===== src/rtl/trmm_pkg.sv =====
// Package for the thermal ROI statistics block: widths, payload structs,
// register and divider codes, controller/datapath command and status types.
// No dependencies.
package trmm_pkg;

  localparam int TEMP_BITS     = 16;
  localparam int MAX_DIM       = 1024;
  localparam int DIM_BITS      = $clog2(MAX_DIM);
  localparam int MDIM_BITS     = 11;
  localparam int IMG_BITS      = 13;
  localparam int COORD_BITS    = 14;
  localparam int CFG_IDX_BITS  = 3;
  localparam int CFG_DATA_BITS = 14;
  localparam int SUM_BITS      = 37;
  localparam int CNT_BITS      = 21;
  localparam int PROD_BITS     = IMG_BITS + MDIM_BITS;

  localparam logic [IMG_BITS-1:0]  IMG_W_RST = IMG_BITS'(640);
  localparam logic [IMG_BITS-1:0]  IMG_H_RST = IMG_BITS'(512);
  localparam logic [MDIM_BITS-1:0] MAT_W_RST = MDIM_BITS'(640);
  localparam logic [MDIM_BITS-1:0] MAT_H_RST = MDIM_BITS'(512);

  typedef logic signed [TEMP_BITS-1:0] temp_t;

  localparam temp_t TEMP_MAX = {1'b0, {(TEMP_BITS-1){1'b1}}};
  localparam temp_t TEMP_MIN = {1'b1, {(TEMP_BITS-1){1'b0}}};

  typedef struct packed {
    temp_t temp_sample;
    logic  frame_last;
  } sample_t;

  typedef struct packed {
    logic                roi_valid;
    temp_t               roi_min;
    temp_t               roi_max;
    temp_t               roi_avg;
    logic [CNT_BITS-1:0] roi_count;
    temp_t               frame_min;
    temp_t               frame_max;
    temp_t               frame_avg;
  } result_t;

  typedef enum logic [CFG_IDX_BITS-1:0] {
    REG_IMAGE_WIDTH,
    REG_IMAGE_HEIGHT,
    REG_MATRIX_WIDTH,
    REG_MATRIX_HEIGHT,
    REG_ROI_LEFT,
    REG_ROI_TOP,
    REG_ROI_RIGHT,
    REG_ROI_BOTTOM
  } cfg_reg_e;

  typedef enum logic [1:0] {
    BND_X_LO,
    BND_Y_LO,
    BND_X_HI,
    BND_Y_HI
  } bnd_e;

  typedef enum logic [1:0] {
    DIV_BOUND,
    DIV_ROI,
    DIV_FRAME
  } div_sel_e;

  typedef struct packed {
    logic     take;
    logic     mul_load;
    logic     div_start;
    div_sel_e div_sel;
    logic     bnd_store;
    bnd_e     bnd_idx;
    logic     roi_avg_store;
    logic     frm_avg_store;
    logic     out_load;
  } ctrl_cmd_t;

  typedef struct packed {
    logic cfg_wr;
    logic div_done;
    logic out_free;
  } dp_status_t;

endpackage


===== src/rtl/thermal_roi_min_max_mean.sv =====
// Top level of the thermal ROI min/max/mean statistics block.
// Depends on trmm_pkg, trmm_ctrl, trmm_dp (which holds trmm_div).
//
//   channel  handshake                    payload
//   sample   sample_valid / sample_stall  sample (temp_sample, frame_last)
//   result   result_valid / result_stall  result (ROI and frame statistics)
//   cfg      cfg_valid / cfg_ready        cfg_index, cfg_data
//
// Inside a frame one sample transfers per cycle. Before a frame's first
// sample the four ROI bounds are scaled by the 37-step shared divider;
// after frame_last two averages are computed on the same divider, then the
// result is registered. A result waiting on result_stall does not block
// the next frame until its averages are done. Reset is synchronous; cfg
// is always ready, and a write during frame setup restarts it.
module thermal_roi_min_max_mean (
  input  logic                               clk,
  input  logic                               rst,
  input  logic                               sample_valid,
  output logic                               sample_stall,
  input  trmm_pkg::sample_t                  sample,
  output logic                               result_valid,
  input  logic                               result_stall,
  output trmm_pkg::result_t                  result,
  input  logic                               cfg_valid,
  output logic                               cfg_ready,
  input  logic [trmm_pkg::CFG_IDX_BITS-1:0]  cfg_index,
  input  logic [trmm_pkg::CFG_DATA_BITS-1:0] cfg_data
);

  trmm_pkg::ctrl_cmd_t  cmd;
  trmm_pkg::dp_status_t status;
  logic                 cfg_wr;

  assign cfg_ready = 1'b1;
  assign cfg_wr    = cfg_valid && cfg_ready;

  trmm_ctrl u_ctrl (
    .clk          (clk),
    .rst          (rst),
    .sample_valid (sample_valid),
    .frame_last   (sample.frame_last),
    .status       (status),
    .sample_stall (sample_stall),
    .cmd          (cmd)
  );

  trmm_dp u_dp (
    .clk          (clk),
    .rst          (rst),
    .cmd          (cmd),
    .status       (status),
    .cfg_wr       (cfg_wr),
    .cfg_index    (cfg_index),
    .cfg_data     (cfg_data),
    .sample       (sample),
    .result_stall (result_stall),
    .result_valid (result_valid),
    .result       (result)
  );

  a_empty_roi: assert property (@(posedge clk) disable iff (rst)
    result_valid && !result.roi_valid |-> result.roi_count == '0)
    else $error("empty rectangle reported samples");

  a_roi_zero: assert property (@(posedge clk) disable iff (rst)
    result_valid && result.roi_count == '0 |->
      result.roi_min == '0 && result.roi_max == '0 && result.roi_avg == '0)
    else $error("ROI fields not zero with no samples");

  a_frame_order: assert property (@(posedge clk) disable iff (rst)
    result_valid |->
      result.frame_min <= result.frame_avg && result.frame_avg <= result.frame_max)
    else $error("frame average outside min/max");

  a_roi_order: assert property (@(posedge clk) disable iff (rst)
    result_valid && result.roi_count != '0 |->
      result.roi_min <= result.roi_avg && result.roi_avg <= result.roi_max)
    else $error("ROI average outside min/max");

endmodule


===== src/rtl/trmm_div.sv =====
// Shared restoring divider, one quotient bit per cycle (unsigned).
// Depends on trmm_pkg for operand widths.
module trmm_div (
  input  logic                          clk,
  input  logic                          rst,
  input  logic                          start,
  input  logic [trmm_pkg::SUM_BITS-1:0] dividend,
  input  logic [trmm_pkg::CNT_BITS-1:0] divisor,
  output logic                          done,
  output logic [trmm_pkg::SUM_BITS-1:0] quotient
);

  localparam int CW = $clog2(trmm_pkg::SUM_BITS + 1);

  logic                          busy;
  logic [CW-1:0]                 cnt;
  logic [trmm_pkg::SUM_BITS-1:0] quo;
  logic [trmm_pkg::CNT_BITS-1:0] rem;
  logic [trmm_pkg::CNT_BITS-1:0] dvs;
  logic [trmm_pkg::CNT_BITS:0]   rem_sh;
  logic [trmm_pkg::CNT_BITS:0]   diff;
  logic                          ge;

  assign rem_sh   = {rem, quo[trmm_pkg::SUM_BITS-1]};
  assign ge       = rem_sh >= {1'b0, dvs};
  assign diff     = rem_sh - {1'b0, dvs};
  assign quotient = quo;

  always_ff @(posedge clk) begin
    if (rst) begin
      busy <= 1'b0;
      done <= 1'b0;
      cnt  <= '0;
    end else if (start) begin
      busy <= 1'b1;
      done <= 1'b0;
      cnt  <= CW'(trmm_pkg::SUM_BITS);
    end else if (busy) begin
      cnt <= cnt - CW'(1);
      if (cnt == CW'(1)) begin
        busy <= 1'b0;
        done <= 1'b1;
      end
    end else begin
      done <= 1'b0;
    end
  end

  always_ff @(posedge clk) begin
    if (start) begin
      quo <= dividend;
      rem <= '0;
      dvs <= divisor;
    end else if (busy) begin
      quo <= {quo[trmm_pkg::SUM_BITS-2:0], ge};
      rem <= ge ? diff[trmm_pkg::CNT_BITS-1:0] : rem_sh[trmm_pkg::CNT_BITS-1:0];
    end
  end

endmodule


===== src/rtl/trmm_dp.sv =====
// Datapath: configuration registers, ROI bound scaling, running statistics,
// averaging through the shared divider, and the result register.
// Depends on trmm_pkg and trmm_div.
module trmm_dp (
  input  logic                               clk,
  input  logic                               rst,
  input  trmm_pkg::ctrl_cmd_t                cmd,
  output trmm_pkg::dp_status_t               status,
  input  logic                               cfg_wr,
  input  logic [trmm_pkg::CFG_IDX_BITS-1:0]  cfg_index,
  input  logic [trmm_pkg::CFG_DATA_BITS-1:0] cfg_data,
  input  trmm_pkg::sample_t                  sample,
  input  logic                               result_stall,
  output logic                               result_valid,
  output trmm_pkg::result_t                  result
);

  localparam int IB = trmm_pkg::IMG_BITS;
  localparam int MB = trmm_pkg::MDIM_BITS;
  localparam int DB = trmm_pkg::DIM_BITS;
  localparam int CB = trmm_pkg::COORD_BITS;
  localparam int SB = trmm_pkg::SUM_BITS;
  localparam int NB = trmm_pkg::CNT_BITS;
  localparam int TB = trmm_pkg::TEMP_BITS;

  function automatic logic [IB-1:0] clamp_coord(input logic signed [CB-1:0] v,
                                                input logic [IB-1:0] lim);
    logic signed [CB:0] v_ext;
    logic signed [CB:0] lim_ext;
    v_ext   = (CB+1)'(v);
    lim_ext = $signed((CB+1)'(lim));
    if (v_ext < 0) return '0;
    else if (v_ext > lim_ext) return lim;
    else return v_ext[IB-1:0];
  endfunction

  // configuration
  logic [IB-1:0]        img_w, img_h;
  logic [MB-1:0]        mat_w, mat_h;
  logic signed [CB-1:0] roi_l, roi_t, roi_r, roi_b;

  always_ff @(posedge clk) begin
    if (rst) begin
      img_w <= trmm_pkg::IMG_W_RST;
      img_h <= trmm_pkg::IMG_H_RST;
      mat_w <= trmm_pkg::MAT_W_RST;
      mat_h <= trmm_pkg::MAT_H_RST;
      roi_l <= '0;
      roi_t <= '0;
      roi_r <= '0;
      roi_b <= '0;
    end else if (cfg_wr) begin
      case (trmm_pkg::cfg_reg_e'(cfg_index))
        trmm_pkg::REG_IMAGE_WIDTH:   img_w <= cfg_data[IB-1:0];
        trmm_pkg::REG_IMAGE_HEIGHT:  img_h <= cfg_data[IB-1:0];
        trmm_pkg::REG_MATRIX_WIDTH:  mat_w <= cfg_data[MB-1:0];
        trmm_pkg::REG_MATRIX_HEIGHT: mat_h <= cfg_data[MB-1:0];
        trmm_pkg::REG_ROI_LEFT:      roi_l <= $signed(cfg_data[CB-1:0]);
        trmm_pkg::REG_ROI_TOP:       roi_t <= $signed(cfg_data[CB-1:0]);
        trmm_pkg::REG_ROI_RIGHT:     roi_r <= $signed(cfg_data[CB-1:0]);
        trmm_pkg::REG_ROI_BOTTOM:    roi_b <= $signed(cfg_data[CB-1:0]);
        default: ;
      endcase
    end
  end

  // effective dimensions
  logic [IB-1:0] iw, ih;
  logic [MB-1:0] mw, mh;

  assign iw = (img_w == '0) ? IB'(1) : img_w;
  assign ih = (img_h == '0) ? IB'(1) : img_h;
  assign mw = (mat_w == '0) ? MB'(1) :
              (mat_w > MB'(trmm_pkg::MAX_DIM)) ? MB'(trmm_pkg::MAX_DIM) : mat_w;
  assign mh = (mat_h == '0) ? MB'(1) :
              (mat_h > MB'(trmm_pkg::MAX_DIM)) ? MB'(trmm_pkg::MAX_DIM) : mat_h;

  // normalized, clamped rectangle
  logic [IB-1:0] x_lo, x_hi, y_lo, y_hi;

  assign x_lo = clamp_coord((roi_l < roi_r) ? roi_l : roi_r, iw);
  assign x_hi = clamp_coord((roi_l < roi_r) ? roi_r : roi_l, iw);
  assign y_lo = clamp_coord((roi_t < roi_b) ? roi_t : roi_b, ih);
  assign y_hi = clamp_coord((roi_t < roi_b) ? roi_b : roi_t, ih);

  // bound scaling: product, then divide by image dimension
  logic [IB-1:0]                  mul_coord;
  logic [MB-1:0]                  mul_dim;
  logic [trmm_pkg::PROD_BITS-1:0] prod;
  logic                           roi_ok;
  logic [DB-1:0]                  bnd [4];

  always_comb begin
    case (cmd.bnd_idx)
      trmm_pkg::BND_X_LO: mul_coord = x_lo;
      trmm_pkg::BND_Y_LO: mul_coord = y_lo;
      trmm_pkg::BND_X_HI: mul_coord = x_hi;
      trmm_pkg::BND_Y_HI: mul_coord = y_hi;
      default:            mul_coord = x_lo;
    endcase
    mul_dim = cmd.bnd_idx[0] ? mh : mw;
  end

  always_ff @(posedge clk) begin
    if (cmd.mul_load) begin
      prod <= trmm_pkg::PROD_BITS'(mul_coord) * trmm_pkg::PROD_BITS'(mul_dim);
      if (cmd.bnd_idx == trmm_pkg::BND_X_LO) begin
        roi_ok <= (x_hi > x_lo) && (y_hi > y_lo);
      end
    end
  end

  // statistics
  trmm_pkg::temp_t      roi_min_acc, roi_max_acc, frame_min_acc, frame_max_acc;
  logic signed [SB-1:0] roi_sum_acc, frame_sum_acc;
  logic [NB-1:0]        roi_count_acc, frame_count;
  logic [DB-1:0]        col_counter, row_counter;
  logic                 full;
  logic [DB:0]          col_inc, row_inc;
  logic                 col_wrap, row_wrap;
  logic                 in_roi;
  logic                 upd;
  trmm_pkg::temp_t      t;

  assign t        = sample.temp_sample;
  assign upd      = cmd.take && !full;
  assign col_inc  = {1'b0, col_counter} + (DB+1)'(1);
  assign row_inc  = {1'b0, row_counter} + (DB+1)'(1);
  assign col_wrap = col_inc >= (DB+1)'(mw);
  assign row_wrap = row_inc >= (DB+1)'(mh);
  assign in_roi   = roi_ok &&
                    col_counter >= bnd[trmm_pkg::BND_X_LO] &&
                    col_counter <= bnd[trmm_pkg::BND_X_HI] &&
                    row_counter >= bnd[trmm_pkg::BND_Y_LO] &&
                    row_counter <= bnd[trmm_pkg::BND_Y_HI];

  always_ff @(posedge clk) begin
    if (rst || cmd.out_load) begin
      roi_min_acc   <= trmm_pkg::TEMP_MAX;
      roi_max_acc   <= trmm_pkg::TEMP_MIN;
      roi_sum_acc   <= '0;
      roi_count_acc <= '0;
      frame_min_acc <= trmm_pkg::TEMP_MAX;
      frame_max_acc <= trmm_pkg::TEMP_MIN;
      frame_sum_acc <= '0;
      frame_count   <= '0;
      col_counter   <= '0;
      row_counter   <= '0;
      full          <= 1'b0;
    end else if (upd) begin
      if (t < frame_min_acc) frame_min_acc <= t;
      if (t > frame_max_acc) frame_max_acc <= t;
      frame_sum_acc <= frame_sum_acc + SB'(t);
      frame_count   <= frame_count + NB'(1);
      if (in_roi) begin
        if (t < roi_min_acc) roi_min_acc <= t;
        if (t > roi_max_acc) roi_max_acc <= t;
        roi_sum_acc   <= roi_sum_acc + SB'(t);
        roi_count_acc <= roi_count_acc + NB'(1);
      end
      if (col_wrap) begin
        col_counter <= '0;
        if (row_wrap) begin
          row_counter <= '0;
          full        <= 1'b1;
        end else begin
          row_counter <= row_inc[DB-1:0];
        end
      end else begin
        col_counter <= col_inc[DB-1:0];
      end
    end
  end

  // divider operands
  logic [SB-1:0] div_dividend;
  logic [NB-1:0] div_divisor;
  logic [SB-1:0] div_q;
  logic          div_done;

  always_comb begin
    case (cmd.div_sel)
      trmm_pkg::DIV_ROI: begin
        div_dividend = roi_sum_acc[SB-1] ? SB'(-roi_sum_acc) : SB'(roi_sum_acc);
        div_divisor  = roi_count_acc;
      end
      trmm_pkg::DIV_FRAME: begin
        div_dividend = frame_sum_acc[SB-1] ? SB'(-frame_sum_acc) : SB'(frame_sum_acc);
        div_divisor  = frame_count;
      end
      default: begin
        div_dividend = SB'(prod);
        div_divisor  = cmd.bnd_idx[0] ? NB'(ih) : NB'(iw);
      end
    endcase
  end

  trmm_div u_div (
    .clk      (clk),
    .rst      (rst),
    .start    (cmd.div_start),
    .dividend (div_dividend),
    .divisor  (div_divisor),
    .done     (div_done),
    .quotient (div_q)
  );

  // bound store with clamp to last index; averages with sign restored
  logic [MB-1:0]   st_dim;
  logic [TB-1:0]   q_lo;
  trmm_pkg::temp_t roi_avg, frame_avg;

  assign st_dim = cmd.bnd_idx[0] ? mh : mw;
  assign q_lo   = div_q[TB-1:0];

  always_ff @(posedge clk) begin
    if (cmd.bnd_store) begin
      bnd[cmd.bnd_idx] <= (div_q >= SB'(st_dim)) ? DB'(st_dim - MB'(1)) : div_q[DB-1:0];
    end
    if (cmd.roi_avg_store) begin
      roi_avg <= roi_sum_acc[SB-1] ? $signed(-q_lo) : $signed(q_lo);
    end
    if (cmd.frm_avg_store) begin
      frame_avg <= frame_sum_acc[SB-1] ? $signed(-q_lo) : $signed(q_lo);
    end
  end

  // result register
  logic roi_any;

  assign roi_any = roi_count_acc != '0;

  always_ff @(posedge clk) begin
    if (rst) begin
      result_valid <= 1'b0;
    end else if (cmd.out_load) begin
      result_valid <= 1'b1;
    end else if (!result_stall) begin
      result_valid <= 1'b0;
    end
  end

  always_ff @(posedge clk) begin
    if (cmd.out_load) begin
      result.roi_valid <= roi_ok;
      result.roi_min   <= roi_any ? roi_min_acc : '0;
      result.roi_max   <= roi_any ? roi_max_acc : '0;
      result.roi_avg   <= roi_any ? roi_avg : '0;
      result.roi_count <= roi_count_acc;
      result.frame_min <= frame_min_acc;
      result.frame_max <= frame_max_acc;
      result.frame_avg <= frame_avg;
    end
  end

  assign status.cfg_wr   = cfg_wr;
  assign status.div_done = div_done;
  assign status.out_free = !result_valid || !result_stall;

endmodule


===== src/rtl/trmm_ctrl.sv =====
// Controller: frame setup (bound scaling), sample streaming, end-of-frame
// averaging and result hand-off. Depends on trmm_pkg.
module trmm_ctrl (
  input  logic                 clk,
  input  logic                 rst,
  input  logic                 sample_valid,
  input  logic                 frame_last,
  input  trmm_pkg::dp_status_t status,
  output logic                 sample_stall,
  output trmm_pkg::ctrl_cmd_t  cmd
);

  typedef enum logic [3:0] {
    S_IDLE,
    S_MUL,
    S_DIV,
    S_WAIT,
    S_RUN,
    S_ROI_DIV,
    S_ROI_WAIT,
    S_FRM_DIV,
    S_FRM_WAIT,
    S_OUT
  } state_t;

  state_t         state;
  trmm_pkg::bnd_e idx;

  always_ff @(posedge clk) begin
    if (rst) begin
      state <= S_IDLE;
      idx   <= trmm_pkg::BND_X_LO;
    end else if (status.cfg_wr && (state inside {S_MUL, S_DIV, S_WAIT})) begin
      // register changed during setup: start over
      state <= S_MUL;
      idx   <= trmm_pkg::BND_X_LO;
    end else begin
      case (state)
        S_IDLE: begin
          if (sample_valid) begin
            state <= S_MUL;
            idx   <= trmm_pkg::BND_X_LO;
          end
        end
        S_MUL: state <= S_DIV;
        S_DIV: state <= S_WAIT;
        S_WAIT: begin
          if (status.div_done) begin
            if (idx == trmm_pkg::BND_Y_HI) begin
              state <= S_RUN;
            end else begin
              idx   <= trmm_pkg::bnd_e'(idx + 2'd1);
              state <= S_MUL;
            end
          end
        end
        S_RUN: begin
          if (sample_valid && frame_last) state <= S_ROI_DIV;
        end
        S_ROI_DIV: state <= S_ROI_WAIT;
        S_ROI_WAIT: begin
          if (status.div_done) state <= S_FRM_DIV;
        end
        S_FRM_DIV: state <= S_FRM_WAIT;
        S_FRM_WAIT: begin
          if (status.div_done) state <= S_OUT;
        end
        S_OUT: begin
          if (status.out_free) state <= S_IDLE;
        end
        default: state <= S_IDLE;
      endcase
    end
  end

  assign sample_stall = (state != S_RUN);

  always_comb begin
    cmd         = '0;
    cmd.bnd_idx = idx;
    cmd.div_sel = trmm_pkg::DIV_BOUND;
    case (state)
      S_MUL: cmd.mul_load = 1'b1;
      S_DIV: cmd.div_start = 1'b1;
      S_WAIT: cmd.bnd_store = status.div_done;
      S_RUN: cmd.take = sample_valid;
      S_ROI_DIV: begin
        cmd.div_sel   = trmm_pkg::DIV_ROI;
        cmd.div_start = 1'b1;
      end
      S_ROI_WAIT: begin
        cmd.div_sel       = trmm_pkg::DIV_ROI;
        cmd.roi_avg_store = status.div_done;
      end
      S_FRM_DIV: begin
        cmd.div_sel   = trmm_pkg::DIV_FRAME;
        cmd.div_start = 1'b1;
      end
      S_FRM_WAIT: begin
        cmd.div_sel       = trmm_pkg::DIV_FRAME;
        cmd.frm_avg_store = status.div_done;
      end
      S_OUT: cmd.out_load = status.out_free;
      default: ;
    endcase
  end

endmodule


===== config.mk =====
export PLATFORM = sky130hd
export DESIGN_NAME = thermal_roi_min_max_mean
export DESIGN_NICKNAME = d
export VERILOG_FILES = /design/src/rtl/trmm_pkg.sv /design/src/rtl/thermal_roi_min_max_mean.sv /design/src/rtl/trmm_div.sv /design/src/rtl/trmm_dp.sv /design/src/rtl/trmm_ctrl.sv
export SDC_FILE = /design/constraint.sdc
export NUM_CORES = 2
export LEC_CHECK = 0
export ABC_AREA = 1
export BUFFER_PORTS_ARGS = -buffer_cell sky130_fd_sc_hd__buf_2
export CAP_MARGIN = 20
export CORE_UTILIZATION = 30
export CTS_CLUSTER_SIZE = 10
export DETAILED_ROUTE_END_ITERATION = 16
export HOLD_SLACK_MARGIN = 0.08
export PLACE_DENSITY = 0.45
export SETUP_SLACK_MARGIN = 0.4
export SLEW_MARGIN = 30
export SYNTH_ARGS = -nofsm -noshare
export SYNTH_HDL_FRONTEND = slang
export SYNTH_SLANG_ARGS = --single-unit

===== constraint.sdc =====
create_clock -name clk -period 17.6 [get_ports clk]
set_clock_uncertainty 0.15 [all_clocks]
set_input_delay 2.64 -clock clk [delete_from_list [all_inputs] [get_ports clk]]
set_output_delay 2.64 -clock clk [all_outputs]
set_load 0.01 [all_outputs]

==> run_results.csv <==
group,metric,value,unit
routing,drc,0,
pwr,clkPwrFrac,24.0,%
synthesis,ys_warn_count,0,
sta,rsz0062_at_grt,"false",
run_status,status,"finished clean",
sta,worstMarginPinSlew,1.07,ns
global_routing,grt_usage,20.6,%
routing,dr.pass1.iters,5,
die,die_h,391,um
critical_path,crit_start,"u_dp.roi_b[13]",
synthesis,ys_async_sr_fraction,0,%
synthesis,synthTopCellsByArea,"edfxtp_1 18%, dfxtp_1 15%, ha_1 11%",
pwr,max-vdd-ir-drop,0.0770,mV
routing,ant_nets,0,
critical_path,worst_path_max_delay_cell,"fa_1",
synthesis,ys.flop_type,"dfxtp_1",
routing,wl,159000,um
global_routing,busiest_layer,"met2",
global_routing,grt_max_degree,84,
routing,drt_iter0_drc,2740,
critical_path,rr_worst_depth,47,
pwr,combinationalPowerShare,47.8,%
sta,final.setup.worst_slack,8.16,ns
pwr,cellPowerDensity,133,mW/mm^2
sta,max_freq,0.106,GHz
global_routing,grtUsageMet1,28.3,%
global_routing,met2_usage,33.9,%
critical_path,path_common_cell,"nand2_1",
synthesis,synth_top_area_share,18.1,%
synthesis,synth_nets,6607,
critical_path,crit_required,17.88,ns
synthesis,synthCells,6054,
clock_network,cts_setup_buffers,0,
synthesis,synth-seq-area-share,33.1,%
sta,final.setup.tns,0,ns
place,dp_slack,8.15,ns
die,start_util,30.3,%
die,ios,160,
synthesis,synth_edf_count,273,
die,dieWidth,391,um
clock_network,hold_buffers,0,
clock_network,cts_sinks,614,
synthesis,yosysMostFrequentCell,"nand2_1",
critical_path,crit_type,"flip-flop to flip-flop",
clock_network,cts_tree,"yes",
global_routing,first_global_vias,39300,
clock_network,cts_resized,0,
critical_path,r2r-end,"u_dp.prod[21]",
sta,period_share,53.7,%
pwr,sw_frac_of_total,44.7,%
synthesis,syn_avg_cell_area,7.49,sq um
clock_network,cts_max_path_buffers,3,
clock_network,clk_pin_slew_worst_paths,0.06,ns
pwr,power.leakage,23.0,nW
place,io_buffers,158,
finish,drive_above_1_share,7.59,%
clock_network,htree_levels,3,
critical_path,endpoint,"u_dp.prod[21]",
sta,hold_viol_final,0,
global_routing,grt_util_met3,2.25,%
routing,wire_per_inst,19.3,um
finish,fillers,16200,
global_routing,antenna_found_initial,1,
critical_path,rrSetupSlack,8.16,ns
min_path,hp-class,"flip-flop to flip-flop",
pwr,switchingPower,3.03,mW
run,maxCapViolCount,0,
die,die_area,0.153,sq mm
clock_network,clk_latency,0.70,ns
global_routing,grt_pass1_wl,241000,um
place,gp_congestion,0.895,
critical_path,arrival,9.73,ns
synthesis,yosysTopAreaCell,"edfxtp_1",
global_routing,overflow,0,
synthesis,synthDistinctLibCells,66,
critical_path,crit_path_end_kind,"flip-flop",
critical_path,critPathLaunchType,"flip-flop",
finish,syn2layout_area_growth,12.0,%
finish,layout.nets,6707,
pwr,cell_internal_pwr,3.74,mW
synthesis,synth_seq_cells,614,
sta,setup_viol,0,
routing,vias,40700,
critical_path,max_stage_delay,0.56,ns
sta,slew_headroom,28.5,%
critical_path,timing.rr.start,"u_dp.roi_b[13]",
die,placementRows,142,
pwr,seqPwrFrac,28.1,%
routing,vias_per_cell,4.94,
place,dp.final_hpwl,125000,um
sta,slew_violations,0,
clock_network,ctsRootBufferMaster,"clkbuf_16",
sta,period_needed,9.44,ns
clock_network,cts_made_buffers,80,
critical_path,cp_max_fo,42,
die,core-area,0.150,sq mm
synthesis,ys_top_cells_by_count,"1123 x nand2_1, 908 x inv_1, 551 x nor2_1",
synthesis,synth.cell_area,0.0454,sq mm
-- worst max-delay path: cells and delay by family (launching register included) --
kind,cells,cell delay (ns)
AOI/OAI and AO/OA,5,1.22
xor gates and xnor gates,1,0.08
adders and majority gates,8,3.67
buffers and inverters,7,0.44
DFF,1,0.33
and+or+nand+nor,26,3.29
-- worst min path at each step --
| stage | startpoint | end | slack, ns | depth (start not counted) |
|---|---|---|---|---|
| after global placement | u_dp.frame_avg[15] | u_dp.result[15] | 0.26 | 0 |
| after global routing | u_dp.frame_avg[14] | u_dp.result[14] | 0.28 | 0 |
| after floorplan | u_dp.frame_avg[0] | u_dp.result[0] | 0.25 | 0 |
| after CTS | u_dp.frame_avg[11] | u_dp.result[11] | 0.27 | 0 |
| after detailed placement | u_dp.frame_avg[11] | u_dp.result[11] | 0.26 | 0 |
| final | u_dp.frame_max_acc[12] | u_dp.result[28] | 0.27 | 0 |
-- power groups by stage --
stage	Sequential (mW)	Combinational, mW	Clock [mW]
after detailed placement	1.93	3.23	0
after floorplan	1.89	2.31	0
after global routing	1.92	3.66	1.73
after CTS	1.90	3.26	1.68
after global placement	1.93	3.22	0
final	1.90	3.23	1.63
-- per-stage QoR --
step,std cells,cell area (sq um),hold slack [ns],utilization (%),total power [mW]
after floorplan,6054,45400,0.250,-,4.20
after global placement,8084,48200,0.256,32.2,5.16
after detailed placement,8086,48200,0.260,32.2,5.17
after CTS,8232,50800,0.274,33.9,6.85
after global routing,8234,50800,0.285,33.9,7.31
final,8235,50800,0.270,33.9,6.76
-- cell usage in the layout (no fill, tap or decap), drive strengths merged, types with 92 or more instances in the layout --
master	synthesis	final
nand2	1179	1179
inv	911	915
nor2	577	577
a21oi	515	515
o21ai	491	491
ha	413	413
nand3	389	389
dfxtp	341	341
edfxtp	273	273
buf	43	203
clkbuf	143	124
nand4	114	114
fa	101	101
xor2	92	92
-- registers in the layout, indices dropped and copies added, names as in the netlist, 14 cells and up --
register and cells:
u_dp.frame_max_acc 16, u_dp.frame_sum_acc 37, u_dp.frame_count 21, u_dp.roi_r 14, u_dp.u_div.dvs 21, u_dp.roi_l 14
u_dp.bnd 40, u_dp.u_div.rem 21, u_dp.u_div.quotient 37, u_dp.roi_b 14, u_dp.roi_t 14, u_dp.frame_min_acc 16
u_dp.roi_max_acc 16, u_dp.roi_min_acc 16, u_dp.result 118, u_dp.roi_sum_acc 37, u_dp.prod 24, u_dp.roi_count_acc 21
u_dp.roi_avg 16, u_dp.frame_avg 16
-- cell families after synthesis --
logic type	synth area share, %
adders and majority gates	15.8
DFF	33.1
buffers and inverters	9.44
AOI/OAI and AO/OA	15.5
xor gates and xnor gates	2.59
other	0.00826
and+or+nand+nor	23.5
-- routing by layer --
| layer | wire length (um) | share of wire [%] |
|---|---|---|
| met5 | 0 | 0 |
| met4 | 4030 | 2.5 |
| met3 | 6050 | 3.8 |
| met2 | 72900 | 46 |
| met1 | 76200 | 48 |
-- layout make-up --
| cell class | count | area (sq um) | share of cell area, % |
|---|---|---|---|
| sequential | 614 | 15000 | 29.6 |
| tap | 2016 | 2520 | 4.96 |
| clock buffer | 123 | 2290 | 4.52 |
| multi-input combinational | 4333 | 26100 | 51.4 |
| timing repair buffer | 204 | 1130 | 2.22 |
| clock inverter | 23 | 258 | 0.507 |
| antenna | 1 | 2.50 | 0.00492 |
| inverter | 921 | 3460 | 6.81 |
No activity file was read; power rests on OpenSTA's default activity.
